## config.mk

```make
export PLATFORM = sky130hd
export DESIGN_NAME = irc_line_tokenizer_top
export DESIGN_NICKNAME = d
export VERILOG_FILES = /design/src/hw/rtl/irc_lt_pkg.sv /design/src/hw/rtl/irc_lt_core.sv /design/src/hw/rtl/irc_line_tokenizer_top.sv
export VERILOG_INCLUDE_DIRS = /design/src /design/src/hw/rtl
export SDC_FILE = /design/constraint.sdc
export NUM_CORES = 1
export LEC_CHECK = 0
export ABC_CLOCK_PERIOD_IN_PS = 4700
export BUFFER_PORTS_ARGS = -buffer_cell sky130_fd_sc_hd__buf_2
export CORE_ASPECT_RATIO = 1.1
export CORE_MARGIN = 10
export CORE_UTILIZATION = 45
export CTS_CLUSTER_SIZE = 40
export DETAILED_ROUTE_END_ITERATION = 6
export GPL_TIMING_DRIVEN = 0
export PLACE_DENSITY = 0.74
export SETUP_SLACK_MARGIN = 0.3
export SYNTH_ARGS = -nofsm -noshare
export SYNTH_HDL_FRONTEND = slang
export SYNTH_SLANG_ARGS = --single-unit
```

## constraint.sdc

```tcl
create_clock -name clk -period 4.7 [get_ports clk]
set_input_delay 0.235 -clock clk [delete_from_list [all_inputs] [get_ports clk]]
set_output_delay 0.235 -clock clk [all_outputs]
set_load 0.02 [all_outputs]
```

## src/hw/rtl/irc_line_tokenizer_top_defines.svh

```systemverilog
// Assertion macros for the IRC line tokenizer.
`ifndef IRC_LINE_TOKENIZER_TOP_DEFINES_SVH
`define IRC_LINE_TOKENIZER_TOP_DEFINES_SVH

// Same-cycle implication, checked outside reset.
`define IRC_LT_ASSERT_NOW(label, clk, rst_n, ante, cons) \
    label: assert property (@(posedge clk) disable iff (!rst_n) (ante) |-> (cons)) \
        else $error("irc_line_tokenizer: same-cycle check failed");

// Next-cycle implication, checked outside reset.
`define IRC_LT_ASSERT_NEXT(label, clk, rst_n, ante, cons) \
    label: assert property (@(posedge clk) disable iff (!rst_n) (ante) |=> (cons)) \
        else $error("irc_line_tokenizer: next-cycle check failed");

`endif

```

## src/hw/rtl/irc_lt_pkg.sv

```systemverilog
`timescale 1ns / 1ps

package irc_lt_pkg;

    localparam logic [3:0] MAX_PARAMS = 4'd15;
    localparam logic [9:0] LIMIT_RESET = 10'd512;
    localparam logic [9:0] COUNT_MAX = 10'h3FF;

    // parser phases
    localparam logic [2:0] PH_START  = 3'd0;
    localparam logic [2:0] PH_WAIT   = 3'd1;
    localparam logic [2:0] PH_PREFIX = 3'd2;
    localparam logic [2:0] PH_CMD    = 3'd3;
    localparam logic [2:0] PH_PSTART = 3'd4;
    localparam logic [2:0] PH_MID    = 3'd5;
    localparam logic [2:0] PH_TRAIL  = 3'd6;
    localparam logic [2:0] PH_TAIL   = 3'd7;

    localparam logic [7:0] CH_SP    = 8'h20;
    localparam logic [7:0] CH_LF    = 8'h0A;
    localparam logic [7:0] CH_CR    = 8'h0D;
    localparam logic [7:0] CH_COLON = 8'h3A;

    // token kinds
    localparam logic [2:0] KIND_SEP    = 3'd0;
    localparam logic [2:0] KIND_PREFIX = 3'd1;
    localparam logic [2:0] KIND_CMD    = 3'd2;
    localparam logic [2:0] KIND_MIDDLE = 3'd3;
    localparam logic [2:0] KIND_TRAIL  = 3'd4;
    localparam logic [2:0] KIND_RAW    = 3'd5;

    // line status
    localparam logic [2:0] ST_OK          = 3'd0;
    localparam logic [2:0] ST_PING        = 3'd1;
    localparam logic [2:0] ST_NO_PREFIX   = 3'd2;
    localparam logic [2:0] ST_PREFIX_LONG = 3'd3;
    localparam logic [2:0] ST_NO_CMD_END  = 3'd4;
    localparam logic [2:0] ST_NO_LINE_END = 3'd5;
    localparam logic [2:0] ST_TOO_MANY    = 3'd6;

    // ping matcher: 0 idle, 1..4 matching, 5 matched, 6 mismatch
    localparam logic [2:0] PING_IDLE  = 3'd0;
    localparam logic [2:0] PING_FIRST = 3'd1;
    localparam logic [2:0] PING_LAST  = 3'd4;
    localparam logic [2:0] PING_HIT   = 3'd5;
    localparam logic [2:0] PING_MISS  = 3'd6;

    typedef struct packed {
        logic [7:0] byte_out;
        logic [2:0] token_kind;
        logic [3:0] param_index;
        logic       token_end;
        logic       line_done;
        logic [2:0] status;
        logic [3:0] param_total;
    } result_t;

    function automatic logic [7:0] ping_char(input logic [2:0] idx);
        logic [7:0] c;
        unique case (idx)
            3'd0:    c = 8'h50;
            3'd1:    c = 8'h49;
            3'd2:    c = 8'h4E;
            3'd3:    c = 8'h47;
            3'd4:    c = 8'h20;
            default: c = 8'h00;
        endcase
        return c;
    endfunction

endpackage

```

## src/hw/rtl/irc_lt_core.sv

```systemverilog
`timescale 1ns / 1ps

module irc_lt_core
(
    input  logic                clk,
    input  logic                rst_n,
    input  logic                en,
    input  logic [7:0]          byte_in,
    input  logic [9:0]          line_limit,
    output irc_lt_pkg::result_t result
);

    logic [2:0] phase_reg, phase_next;
    logic [9:0] bc_reg, bc_next;
    logic [3:0] pcnt_reg, pcnt_next;
    logic [2:0] ping_reg, ping_next;
    logic [2:0] status_reg, status_next;

    logic [2:0] kind;
    logic [3:0] pidx;
    logic       tend;
    logic       done;
    logic [2:0] st;
    logic [3:0] cnt_o;

    always_comb
    begin
        phase_next  = phase_reg;
        bc_next     = bc_reg;
        pcnt_next   = pcnt_reg;
        ping_next   = ping_reg;
        status_next = status_reg;
        kind  = irc_lt_pkg::KIND_SEP;
        pidx  = 4'd0;
        tend  = 1'b0;
        done  = 1'b0;
        st    = irc_lt_pkg::ST_OK;
        cnt_o = 4'd0;

        // length overflow on a tokenized line
        if (phase_next >= irc_lt_pkg::PH_PREFIX && bc_next >= line_limit)
        begin
            priority if (phase_next == irc_lt_pkg::PH_PREFIX)
                status_next = irc_lt_pkg::ST_PREFIX_LONG;
            else if (phase_next == irc_lt_pkg::PH_CMD)
                status_next = irc_lt_pkg::ST_NO_CMD_END;
            else
                status_next = irc_lt_pkg::ST_NO_LINE_END;
            phase_next = irc_lt_pkg::PH_WAIT;
            ping_next  = irc_lt_pkg::PING_IDLE;
        end

        if (phase_next == irc_lt_pkg::PH_PSTART && pcnt_next >= irc_lt_pkg::MAX_PARAMS &&
            status_next == irc_lt_pkg::ST_OK)
            status_next = irc_lt_pkg::ST_TOO_MANY;

        if (phase_next >= irc_lt_pkg::PH_PSTART && phase_next <= irc_lt_pkg::PH_TRAIL)
            pidx = pcnt_next;

        if (byte_in == irc_lt_pkg::CH_LF)
        begin
            done = 1'b1;
            unique case (phase_next)
                irc_lt_pkg::PH_START:
                    st = irc_lt_pkg::ST_NO_PREFIX;
                irc_lt_pkg::PH_PREFIX:
                begin
                    st   = irc_lt_pkg::ST_PREFIX_LONG;
                    tend = 1'b1;
                end
                irc_lt_pkg::PH_CMD:
                begin
                    st   = irc_lt_pkg::ST_NO_CMD_END;
                    tend = 1'b1;
                end
                irc_lt_pkg::PH_PSTART, irc_lt_pkg::PH_MID, irc_lt_pkg::PH_TRAIL:
                begin
                    tend = 1'b1;
                    if (pcnt_next < irc_lt_pkg::MAX_PARAMS)
                        pcnt_next = pcnt_next + 4'd1;
                    st = status_next;
                end
                default:
                    st = status_next;
            endcase
            cnt_o       = pcnt_next;
            phase_next  = irc_lt_pkg::PH_START;
            bc_next     = 10'd0;
            pcnt_next   = 4'd0;
            ping_next   = irc_lt_pkg::PING_IDLE;
            status_next = irc_lt_pkg::ST_OK;
        end
        else
        begin
            unique case (phase_next)
                irc_lt_pkg::PH_START:
                begin
                    if (byte_in == irc_lt_pkg::CH_COLON)
                    begin
                        kind       = irc_lt_pkg::KIND_PREFIX;
                        phase_next = irc_lt_pkg::PH_PREFIX;
                    end
                    else
                    begin
                        kind        = irc_lt_pkg::KIND_RAW;
                        phase_next  = irc_lt_pkg::PH_WAIT;
                        status_next = irc_lt_pkg::ST_NO_PREFIX;
                        ping_next   = (byte_in == irc_lt_pkg::ping_char(3'd0)) ?
                                      irc_lt_pkg::PING_FIRST : irc_lt_pkg::PING_MISS;
                    end
                end
                irc_lt_pkg::PH_WAIT:
                begin
                    kind = irc_lt_pkg::KIND_RAW;
                    if (ping_next >= irc_lt_pkg::PING_FIRST && ping_next <= irc_lt_pkg::PING_LAST)
                    begin
                        if (byte_in == irc_lt_pkg::ping_char(ping_next))
                        begin
                            if (ping_next == irc_lt_pkg::PING_LAST)
                                status_next = irc_lt_pkg::ST_PING;
                            ping_next = ping_next + 3'd1;
                        end
                        else
                            ping_next = irc_lt_pkg::PING_MISS;
                    end
                end
                irc_lt_pkg::PH_PREFIX:
                begin
                    if (byte_in == irc_lt_pkg::CH_SP)
                    begin
                        tend       = 1'b1;
                        phase_next = irc_lt_pkg::PH_CMD;
                    end
                    else
                        kind = irc_lt_pkg::KIND_PREFIX;
                end
                irc_lt_pkg::PH_CMD:
                begin
                    if (byte_in == irc_lt_pkg::CH_SP)
                    begin
                        tend       = 1'b1;
                        phase_next = irc_lt_pkg::PH_PSTART;
                    end
                    else
                        kind = irc_lt_pkg::KIND_CMD;
                end
                irc_lt_pkg::PH_PSTART, irc_lt_pkg::PH_MID:
                begin
                    if (byte_in == irc_lt_pkg::CH_SP || byte_in == irc_lt_pkg::CH_CR)
                    begin
                        tend = 1'b1;
                        if (pcnt_next < irc_lt_pkg::MAX_PARAMS)
                            pcnt_next = pcnt_next + 4'd1;
                        if (byte_in == irc_lt_pkg::CH_CR)
                            phase_next = irc_lt_pkg::PH_TAIL;
                        else
                            phase_next = irc_lt_pkg::PH_PSTART;
                    end
                    else if (phase_next == irc_lt_pkg::PH_PSTART &&
                             byte_in == irc_lt_pkg::CH_COLON)
                    begin
                        kind       = irc_lt_pkg::KIND_TRAIL;
                        phase_next = irc_lt_pkg::PH_TRAIL;
                    end
                    else
                    begin
                        kind       = irc_lt_pkg::KIND_MIDDLE;
                        phase_next = irc_lt_pkg::PH_MID;
                    end
                end
                irc_lt_pkg::PH_TRAIL:
                begin
                    if (byte_in == irc_lt_pkg::CH_CR)
                    begin
                        tend = 1'b1;
                        if (pcnt_next < irc_lt_pkg::MAX_PARAMS)
                            pcnt_next = pcnt_next + 4'd1;
                        phase_next = irc_lt_pkg::PH_TAIL;
                    end
                    else
                        kind = irc_lt_pkg::KIND_TRAIL;
                end
                default:
                    kind = irc_lt_pkg::KIND_SEP;
            endcase
            if (bc_next != irc_lt_pkg::COUNT_MAX)
                bc_next = bc_next + 10'd1;
        end
    end

    always_ff @(posedge clk or negedge rst_n)
    begin
        if (!rst_n)
        begin
            phase_reg  <= irc_lt_pkg::PH_START;
            bc_reg     <= 10'd0;
            pcnt_reg   <= 4'd0;
            ping_reg   <= irc_lt_pkg::PING_IDLE;
            status_reg <= irc_lt_pkg::ST_OK;
        end
        else if (en)
        begin
            phase_reg  <= phase_next;
            bc_reg     <= bc_next;
            pcnt_reg   <= pcnt_next;
            ping_reg   <= ping_next;
            status_reg <= status_next;
        end
    end

    assign result.byte_out    = byte_in;
    assign result.token_kind  = kind;
    assign result.param_index = pidx;
    assign result.token_end   = tend;
    assign result.line_done   = done;
    assign result.status      = st;
    assign result.param_total = cnt_o;

endmodule

```

## src/hw/rtl/irc_line_tokenizer_top.sv

```systemverilog
// IRC line tokenizer: one byte of an IRC line per item on the rx channel,
// one tagged byte per item on the tx channel (token kind, parameter index,
// token end, and at LF the line status and parameter count).
// Both channels: item moves on a clock edge with valid high and stall low.
// A byte accepted into the input register passes the parser into the result register, then shows on tx.
// Throughput: one item per cycle while tx is not stalled; the per-byte parser
// state update is combinational between the input and result registers.
// A held tx item does not block rx while the input register is free; with
// both registers full, rx_stall follows tx_stall.
// cfg_wr_en/cfg_wr_data write line_limit (reset 512); write only when idle.
// Reset (rst_n low, async) empties both registers and returns the parser to
// start of line with all counters and the status cleared.
// LF always ends a line and returns the parser to start of line.
`timescale 1ns / 1ps
`include "irc_line_tokenizer_top_defines.svh"

module irc_line_tokenizer_top
(
    input  logic       clk,
    input  logic       rst_n,
    input  logic       cfg_wr_en,
    input  logic [9:0] cfg_wr_data,
    input  logic       rx_valid,
    output logic       rx_stall,
    input  logic [7:0] byte_in,
    output logic       tx_valid,
    input  logic       tx_stall,
    output logic [7:0] byte_out,
    output logic [2:0] token_kind,
    output logic [3:0] param_index,
    output logic       token_end,
    output logic       line_done,
    output logic [2:0] status,
    output logic [3:0] param_total
);

    logic [9:0]          limit_reg;
    logic                s1_valid_reg;
    logic [7:0]          s1_byte_reg;
    logic                tx_valid_reg;
    irc_lt_pkg::result_t res_reg;
    irc_lt_pkg::result_t core_res;
    logic                advance;
    logic                s1_free;
    logic                step_en;

    assign advance  = !tx_valid_reg || !tx_stall;
    assign s1_free  = !s1_valid_reg || advance;
    assign rx_stall = !s1_free;
    assign step_en  = s1_valid_reg && advance;

    always_ff @(posedge clk or negedge rst_n)
    begin
        if (!rst_n)
            limit_reg <= irc_lt_pkg::LIMIT_RESET;
        else if (cfg_wr_en)
            limit_reg <= cfg_wr_data;
    end

    always_ff @(posedge clk or negedge rst_n)
    begin
        if (!rst_n)
        begin
            s1_valid_reg <= 1'b0;
            tx_valid_reg <= 1'b0;
        end
        else
        begin
            if (s1_free)
                s1_valid_reg <= rx_valid;
            if (advance)
                tx_valid_reg <= s1_valid_reg;
        end
    end

    always_ff @(posedge clk)
    begin
        if (s1_free && rx_valid)
            s1_byte_reg <= byte_in;
        if (step_en)
            res_reg <= core_res;
    end

    irc_lt_core u_core
    (
        .clk        (clk),
        .rst_n      (rst_n),
        .en         (step_en),
        .byte_in    (s1_byte_reg),
        .line_limit (limit_reg),
        .result     (core_res)
    );

    assign tx_valid    = tx_valid_reg;
    assign byte_out    = res_reg.byte_out;
    assign token_kind  = res_reg.token_kind;
    assign param_index = res_reg.param_index;
    assign token_end   = res_reg.token_end;
    assign line_done   = res_reg.line_done;
    assign status      = res_reg.status;
    assign param_total = res_reg.param_total;

    `IRC_LT_ASSERT_NOW(a_done_is_sep, clk, rst_n,
        tx_valid_reg && (res_reg.line_done || res_reg.token_end),
        res_reg.token_kind == irc_lt_pkg::KIND_SEP)
    `IRC_LT_ASSERT_NOW(a_status_only_at_done, clk, rst_n,
        tx_valid_reg && !res_reg.line_done,
        res_reg.status == irc_lt_pkg::ST_OK && res_reg.param_total == 4'd0)
    `IRC_LT_ASSERT_NEXT(a_s1_held_on_stall, clk, rst_n,
        s1_valid_reg && tx_valid_reg && tx_stall,
        s1_valid_reg && $stable(s1_byte_reg))

endmodule

```

==> flow_summary.ini <==
[floorplanning]
initial_core_util_pct = 45.7
core_mm2 = 0.00828
fp-row-count = 35
fp.dieArea_mm2 = 0.0125
dieWidth_um = 107
dieHeight_um = 116
ios = 49

[drt]
num_vias = 3263
drc_errors = 0
ant_nets = 0
routed_via_density = 5.69
finalWirelength_um = 9030
wl_per_cell_um = 15.8
drt_iter0_markers = 239
firstDrtPassIters = 5

[global_route]
grtUsageTotal_pct = 14.9
antenna_found_initial = 0
grt_max_degree = 36
grt_pass1_vias = 3253
grt_overflow = 0
grt_pass1_wl_um = 15300

[clocking]
root_buffer = clkbuf_8
numCtsBuffers = 9
clk_pin_slew_worst_paths_ps = 70
cts_buffer_depth = 2
cts_sinks = 67
cts_tree = yes
insertion_delay_ps = 350
cts-htree-levels = 3

[worst_setup_path]
cp.arrival_ps = 4480
worstPathRequired_ps = 4930
cp-end-kind = flop
r2r-end = u_core.status_reg[2]
r2r_slack_ps = 450
worstSetupStartpointType = flop
worstReg2RegStart = limit_reg[9]
r2r_cells = 18
path_class = reg2reg
worstPathMaxFanout = 5

[synth]
syn-num-nets = 433
async_reset_ff_share_pct = 52.2
ys_warn_count = 0
synth_mux_area_share_pct = 0.859
syn_inst = 395
synth-simple-area-share_pct = 20.8
synth_adder_area_share_pct = 4.96
synth_edf_count = 32
synth_xor_xnor_area_share_pct = 1.85
syn-cell-area_mm2 = 0.00379
ys_top_cells_by_count = nor2_1 (46), nand2_1 (38), dfrtp_1 (34), edfxtp_1 (32), a21oi_1 (27)
ys_seq_area_share_pct = 48.5
yosysTopAreaCell = edfxtp_1
synth_top_area_share_pct = 25.4
synth.distinct_cells = 62
synth_ff_type = dfrtp_1
synth_most_common_cell = nor2_1
synth_top_family_by_area = simple AND/OR/NAND/NOR gates
ys_top_cells_by_area = edfxtp_1 (25%), dfrtp_1 (22%), ha_1 (5.0%), nor2_1 (4.6%), nand2_1 (3.8%)
synth-seq-cells = 67
synth_compound_gate_area_share_pct = 18.6
syn_avg_cell_area_um2 = 9.59

[cells_and_area]
antenna_cells_inserted = 0
nNetsFinal = 495
area_growth_pct = 17.6
layout-drive-gt1-share_pct = 18.4
nFillCells = 763
layout.cells.non_filler = 573
final_util_pct = 53.8
fin_area_mm2 = 0.00445

[hold_path]
hold_start = byte_in[5]
worst_hold_path.endpoint = s1_byte_reg[5]
whs_path_depth = 1
hold_class = in2reg

[timing]
fin_crit_ps = 4250
holdWs_ps = 60.2
finalSetupTns_ps = 0
rsz0062_at_grt = no
finalHoldViolations = 0
worst_slack_ps = 454
setup-violations-final = 0
max_slew.worst_pin.slew_ps = 981
slew_headroom_pct = 34.5
clock.fmax_ghz = 0.236
finalCritPeriodShare_pct = 90.3
clock_skew_ps = 7.34
final_max_slew_viol_count = 0

[placed_design]
routabilityCongestion = 0.933
dpl-instance-area_mm2 = 0.00416
place_ws_ps = -59.5
dpl.hpwl_um = 6570
place_inst = 553
io_buffers = 47

[status]
status = finished, final reports clean

[power_and_ir_drop]
p_comb_share_pct = 33.2
p_switching_mw = 0.657
power.total_mw = 1.82
intPower_mw = 1.17
powerDensity_mw_per_mm2 = 409
p_sw_share_pct = 36.0
p_seq_share_pct = 41.2
p_leak_nw = 1.89
power_frac_clock_pct = 25.6
max-vdd-ir-drop_mv = 0.171

[run]
maxCapViolCount = 0
==> power groups by stage <==
stage	registers, mW	clock network, mW	logic [mW]
detailed placement	0.762	0	0.579
global placement	0.760	0	0.563
global route	0.761	0.505	0.682
finish	0.751	0.466	0.605
floorplan	0.770	0	0.418
CTS	0.750	0.479	0.590
==> how the worst max path moves through the flow <==
stage                  from                    to  slack [ps]  depth (start not counted)
4_1_cts        limit_reg[9]  u_core.status_reg[2]         320                         17
3_3_place_gp   limit_reg[9]  u_core.status_reg[2]         -30                         17
5_1_grt        limit_reg[9]  u_core.status_reg[2]         300                         18
3_5_place_dp   limit_reg[9]  u_core.status_reg[2]         -60                         16
6_report       limit_reg[9]  u_core.status_reg[2]         450                         18
2_1_floorplan  limit_reg[9]  u_core.status_reg[2]         500                         16
==> layout make-up <==
type / instances / area, um^2 / share of cell area, %
Sequential cell: 67 / 1840 / 41.3
Timing Repair Buffer: 51 / 268 / 6.01
Tap cell: 111 / 139 / 3.12
Clock inverter: 7 / 68.8 / 1.54
Clock buffer: 9 / 124 / 2.78
Multi-Input combinational cell: 288 / 1850 / 41.5
Inverter: 25 / 93.8 / 2.11
Buffer: 15 / 72.6 / 1.63
==> routing by layer <==
metal | vias up | GRT usage [%] | routed length [um]
li1 | 1578 | - | -
met1 | 1556 | 17.3 | 3860
met2 | 106 | 24.2 | 4400
met3 | 23 | 3.92 | 507
met4 | 0 | 9.09 | 271
met5 | - | 0 | 0
==> worst max-delay path, stage by stage, from the launching register on <==
cell,delay (ps)
dfstp_2,520
inv_1,70
ha_4,280
nand4_1,70
buf_4,170
nor2_4,180
and3_4,260
nor2_4,60
nand2_1,80
inv_1,60
ha_1,210
o21ba_1,250
a2111oi_4,370
and3_1,200
a32oi_1,50
a221o_1,280
or4_1,570
a22o_1,220
a32o_1,250
==> placed cells by master (no fill, tap or decap), drive strengths merged, types with 3 or more instances in the layout <==
cell	instances
buf	53
nor2	46
nand2	38
dfrtp	34
edfxtp	32
a21oi	27
inv	25
o21ai	25
clkbuf	21
ha	15
nor3	11
nand3	10
or4	9
nand2b	8
nand4	7
and2	6
xnor2	6
a21o	6
clkinv	5
a211oi	4
a21boi	4
and3	4
o21a	3
or3	3
nor2b	3
and4	3
o211ai	3
a31oi	3
a22o	3
==> cells by family after synthesis <==
group / count (synthesis)
AO/OA/AOI/OAI: 105
XOR/XNOR: 8
adder cells (fa/ha/maj): 15
buffers and inverters: 40
flip-flops: 67
multiplexers: 3
AND/OR/NAND/NOR: 157
==> repair_timing <==
action                                  CTS  global route
resized for setup                         8             7
hold buffers                              1             0
pin swaps                                 1             4
endpoints found under the hold margin    27             0
endpoints found under the setup margin    6             6
gates cloned                              0             0
setup buffers                             0             3
(Power assumes the default switching activity.)
